===== src/design/rpt_pkg.sv =====
// Shared types, field widths and codes for the replication progress tracker.
// No dependencies; imported by every module of the block except rpt_ram.
package rpt_pkg;

    localparam int WINDOW_DEPTH_DEF = 256;
    localparam int IDX_W   = 64;
    localparam int FUNC_W  = 4;
    localparam int MODE_W  = 2;
    localparam int LIMIT_W = 9;
    localparam int COUNT_W = 9;
    localparam int IN_W    = 128;
    localparam int OUT_W   = 208;
    localparam int APB_AW  = 3;
    localparam int APB_DW  = 32;

    localparam logic [LIMIT_W-1:0] LIMIT_RESET = 9'd256;

    localparam logic [FUNC_W-1:0] FN_PROBE     = 4'd0;
    localparam logic [FUNC_W-1:0] FN_REPLICATE = 4'd1;
    localparam logic [FUNC_W-1:0] FN_SNAPSHOT  = 4'd2;
    localparam logic [FUNC_W-1:0] FN_ACK       = 4'd3;
    localparam logic [FUNC_W-1:0] FN_OPTIMIST  = 4'd4;
    localparam logic [FUNC_W-1:0] FN_REJECT    = 4'd5;
    localparam logic [FUNC_W-1:0] FN_PAUSE     = 4'd6;
    localparam logic [FUNC_W-1:0] FN_RESUME    = 4'd7;
    localparam logic [FUNC_W-1:0] FN_SNAPFAIL  = 4'd8;
    localparam logic [FUNC_W-1:0] FN_ADD       = 4'd9;
    localparam logic [FUNC_W-1:0] FN_FREETO    = 4'd10;
    localparam logic [FUNC_W-1:0] FN_FREEFIRST = 4'd11;

    localparam logic [MODE_W-1:0] MODE_PROBE     = 2'd0;
    localparam logic [MODE_W-1:0] MODE_REPLICATE = 2'd1;
    localparam logic [MODE_W-1:0] MODE_SNAPSHOT  = 2'd2;

    // register indexes
    localparam logic [0:0] REG_WINDOW_LIMIT = 1'b0;

    // result bit positions in m_tdata
    localparam int OB_ACC     = 0;
    localparam int OB_ERR     = 1;
    localparam int OB_MODE    = 2;
    localparam int OB_PAUSED  = 196;
    localparam int OB_ABORT   = 197;

    typedef enum logic {
        ALU_INC,
        ALU_SUB
    } alu_op_t;

    typedef struct packed {
        logic               wr;
        logic [LIMIT_W-1:0] limit;
    } cfg_t;

    function automatic logic [OUT_W-1:0] pack_result(
        input logic               acc,
        input logic               err,
        input logic [MODE_W-1:0]  mode,
        input logic [IDX_W-1:0]   next_idx,
        input logic [IDX_W-1:0]   match_idx,
        input logic [IDX_W-1:0]   pending_idx,
        input logic               paused,
        input logic               abort,
        input logic [COUNT_W-1:0] count
    );
        return {1'b0, count, abort, paused, pending_idx, match_idx, next_idx, mode, err, acc};
    endfunction

endpackage


===== src/design/rpt_regs.sv =====
// APB configuration register: window_limit, clamped to the usable window size.
// Depends on rpt_pkg.
module rpt_regs
    import rpt_pkg::*;
#(
    parameter int WINDOW_DEPTH = WINDOW_DEPTH_DEF
) (
    input  logic              aclk,
    input  logic              aresetn,
    input  logic              psel,
    input  logic              penable,
    input  logic              pwrite,
    input  logic [APB_AW-1:0] paddr,
    input  logic [APB_DW-1:0] pwdata,
    output logic [APB_DW-1:0] prdata,
    output cfg_t              cfg
);

    logic [LIMIT_W-1:0] limit_reg;
    logic               wr_hit;

    assign wr_hit = psel && penable && pwrite && (paddr[APB_AW-1] == REG_WINDOW_LIMIT);

    always_ff @(posedge aclk) begin
        if (!aresetn) begin
            limit_reg <= LIMIT_RESET;
        end else if (wr_hit) begin
            limit_reg <= pwdata[LIMIT_W-1:0];
        end
    end

    always_comb begin
        if (paddr[APB_AW-1] == REG_WINDOW_LIMIT) begin
            prdata = {{(APB_DW-LIMIT_W){1'b0}}, limit_reg};
        end else begin
            prdata = '0;
        end
        cfg.wr = wr_hit;
        if (limit_reg == '0) begin
            cfg.limit = {{(LIMIT_W-1){1'b0}}, 1'b1};
        end else if (32'(limit_reg) > WINDOW_DEPTH) begin
            cfg.limit = LIMIT_W'(WINDOW_DEPTH);
        end else begin
            cfg.limit = limit_reg;
        end
    end

endmodule


===== config.mk =====
export PLATFORM = sky130hd
export DESIGN_NAME = rpt_regs
export DESIGN_NICKNAME = d
export VERILOG_FILES = /design/src/design/rpt_pkg.sv /design/src/design/rpt_regs.sv
export SDC_FILE = /design/constraint.sdc
export NUM_CORES = 1
export LEC_CHECK = 0
export BUFFER_PORTS_ARGS = -buffer_cell sky130_fd_sc_hd__buf_2
export CORE_MARGIN = 5
export CORE_UTILIZATION = 30
export DETAILED_ROUTE_END_ITERATION = 16
export PLACE_DENSITY = 0.87
export SLEW_MARGIN = 20
export SYNTH_ARGS = -nofsm -noshare
export SYNTH_HDL_FRONTEND = slang
export SYNTH_SLANG_ARGS = --single-unit

===== constraint.sdc =====
create_clock -name aclk -period 1 [get_ports aclk]
set_input_delay 0.1 -clock aclk [delete_from_list [all_inputs] [get_ports aclk]]
set_output_delay 0.1 -clock aclk [all_outputs]
set_load 0.05 [all_outputs]

# [Word-level counts from Yosys, hierarchy flattened]
# Cells that the tools add are included.
[op_classes] n_bitwise=1 mux=3 magnitude_cmp=1 n_reduce_logical=4
[ops] cell="$mux W9" n=3
[ops] cell="$gt A9 B9 Y1 const B" n=1
[ops] cell="$logic_not A9 Y1" n=1
[ops] cell="$logic_and A1 B1 Y1" n=3
[ops] cell="$not A1 Y1" n=1
[totals] output_inout_bits=42 wordCells=10 ff_bits=9 inputBits=40

# [Longest topological paths before layout]
[depth] ltp_word=3 depth_mapped=4

# [Least setup slack after synthesis]
# No wires, ideal clock.
[synth_timing] path_type="reg-to-output" start="reg limit_reg[3]" end="out cfg[0] in the netlist's numbering" n_path_buf=0 required_ps=900 setup_slack_ps=-702 arrival_time_ps=1602 stages_incl_launch_ff=3 cell_sequence="dfxtp_1 or4_1 o22ai_1"
[synth_rtl] item="from (decl)" line_no="rpt_regs.sv:19" rtl="logic [LIMIT_W-1:0] limit_reg;"
[synth_rtl] item="from (signal assigned)" line_no="rpt_regs.sv:28" rtl="limit_reg <= pwdata[LIMIT_W-1:0];"
[synth_rtl] item="to (decl)" line_no="rpt_regs.sv:16" rtl="output cfg_t cfg"

==> flow_metrics.tcl <==
set metrics [dict create \
    synthTopCellsByArea "dfxtp_1, buf_4, mux2i_1" \
    synth_seq_cells 9 \
    violations "negative setup slack" \
    place_congestion 0.675 \
    cp_slowest_stage_delay_ns 0.54 \
    synth_edf_count 0 \
    syn_to_final_growth_pct 79.5 \
    yosys_warnings 0 \
    clock-root-buffer "clkbuf_4" \
    die_w_um 58.5 \
    antenna_found_initial 0 \
    cts_buffers 3 \
    min_path_type "input port to flip-flop" \
    synth_top_flop_cell "dfxtp_1" \
    drv_slew 0 \
    first_iter_violations 26 \
    synth_top_cell_by_area "dfxtp_1" \
    timing.setup.tns_ns -3.53 \
    drive_gt1_share_pct 61.8 \
    instances_no_fill 164 \
    hold_viol 0 \
    async_reset_ff_share_pct 0 \
    antenna-diode-count 0 \
    initial_core_util_pct 31.7 \
    viasPerCell 3.89 \
    outcome "finished with violations" \
    crit_buf_inv 1 \
    cts_tree "done" \
    synth_top_cell_area_share_pct 25.5 \
    grt_use_total_pct 11.4 \
    grt_overflow 0 \
    post_synth_num_cell_types 15 \
    ir_worst_vdd_v 0.000477 \
    combPwrFrac_pct 37.9 \
    synth_top_family_by_area "simple AND/OR/NAND/NOR gates" \
    portBuffers 33 \
    row_count 17 \
    powerDensity_nw_per_um2 832 \
    dp.cells 152 \
    place_area_um2 950 \
    grt_max_degree 19 \
    synth_compound_area_share_pct 0.885 \
    synth-simple-area-share_pct 30.4 \
    hold_slack_ns 0.0837 \
    start_kind "flip-flop" \
    setup_viol 18 \
    synthTopCellsByCount "buf_4, nand2_1, dfxtp_1, mux2i_1, nor2b_1" \
    die_y_um 58.5 \
    wl_per_cell_um 12.4 \
    path_clk_slew_ns 0.06 \
    critPathArrivalTime_ns 1.44 \
    drc 0 \
    ant_nets 0 \
    cp_max_fo 2 \
    critical_path_class "flip-flop to output port" \
    p_leak_nw 0.591 \
    dp_slack_ns -0.373 \
    clock_path_buffers 2 \
    endpoint_kind "output port" \
    syn_area_per_cell_um2 8.13 \
    fin_area_um2 1270 \
    fin_skew_ns 0 \
    post-route-period-util_pct 154 \
    yosys.area_share.xor_xnor_pct 0 \
    cts_sinks 9 \
    seqPwrFrac_pct 35.5 \
    clock_power_share_pct 26.6 \
    yosysSeqAreaShare_pct 25.5 \
    ios 82 \
    period_needed_ns 1.54 \
    synth.most_common_cell "buf_4" \
    p_sw_mw 0.423 \
    grt_pass1_vias 640 \
    setup_ws_ns -0.543 \
    die_area_um2 3430 \
    syn_inst 87 \
    path_cells "or4_4, o22ai_4, buf_6" \
    path_delay_family "simple AND/OR/NAND/NOR gates" \
    drt_first_pass_iters 3 \
    synth_fa_ha_area_share_pct 0 \
    dp_hpwl_um 1420 \
    num_vias 638 \
    coreArea_um2 2230 \
    insertion_delay_ns 0.26 \
    synth_area_um2 707 \
    totalWireLength_um 2030 \
    fin_nets 177 \
    largest_reg_flops 9 \
    grt_pass1_wl_um 2900 \
    cts_max_level 1 \
    swShare_pct 40.1 \
    cp.required_ns 0.90 \
    rsz0062_at_grt "true" \
    synthMuxAreaShare_pct 12.7 \
    p_int_mw 0.632 \
    max_cap_violations 0 \
    crit_path_top_delay_cell "or4_4" \
    fmax_ghz 0.648 \
]
logic make-up after synthesis:
family	count (synthesis)
other	1
multiplexers	9
AO/OA/AOI/OAI	1
flip-flops	9
AND/OR/NAND/NOR	37
buffers and inverters	30
layout by cell type, fill, tap and decap left out, drive strengths merged:
| cell | instances |
|---|---|
| buf | 52 |
| conb | 23 |
| nand2 | 16 |
| mux2i | 9 |
| dfxtp | 9 |
| nor2b | 9 |
| and2b | 8 |
| clkbuf | 4 |
| or4 | 2 |
| and4b | 1 |
| inv | 1 |
| o22ai | 1 |
| nor2 | 1 |
layout make-up:
class	count	area, µm²
Fill cell	197	965
Timing Repair Buffer	52	529
Multi-Input combinational cell	70	480
Sequential cell	9	191
Tap cell	28	35.0
Clock buffer	4	26.3
Inverter	1	6.26
worst min-delay path, cell delays in order:
cell	delay (ns)
buf_2	0.10
nand2_1	0.05
mux2i_1	0.05
worst paths after layout:
kind | slack (ns) | end | startpoint | cells past startpoint
setup / recovery | -0.54 | cfg[0] | limit_reg[2]$_SDFFE_PN0P_ | 3
hold / removal | 0.08 | limit_reg[0]$_SDFFE_PN0P_ | pwdata[0] | 3
setup reg to reg | 0.12 | limit_reg[8]$_SDFFE_PN1P_ | limit_reg[8]$_SDFFE_PN1P_ | 4
hold reg to reg | 0.58 | limit_reg[3]$_SDFFE_PN0P_ | limit_reg[3]$_SDFFE_PN0P_ | 3
stage by stage:
| stage | power [mW] | utilization (%) |
|---|---|---|
| 2_1_floorplan | 0.740 | - |
| 3_3_place_gp | 0.730 | 42.5 |
| 3_5_place_dp | 0.732 | 42.5 |
| 4_1_cts | 1.05 | 54.8 |
| 5_1_grt | 1.10 | 56.8 |
| 6_report | 1.06 | 56.8 |
power by group through the flow:
stage                     sequential (mW)  clock [mW]  combinational [mW]
after global placement              0.378           0               0.352
after detailed placement            0.379           0               0.353
after floorplan                     0.379           0               0.361
after global routing                0.375       0.303               0.419
final                               0.374       0.281               0.400
after CTS                           0.373       0.286               0.388
metal layers:
metal,track usage (%),vias to the layer above,part of all wire (%)
li1,-,324,-
met1,13.1,277,41
met2,19.6,37,49
met3,3.07,0,11
met4,4.97,0,0
met5,0,-,0
repair_timing:
item / in CTS / in global routing
hold buffers: 0 / 0
setup endpoints to repair: 18 / 18
endpoints found under the hold margin: 0 / 0
gates resized for setup: 64 / 9
gates cloned: 1 / 0
setup buffers: 4 / 6
pin swaps: 3 / 3
(Power assumes the default switching activity.)
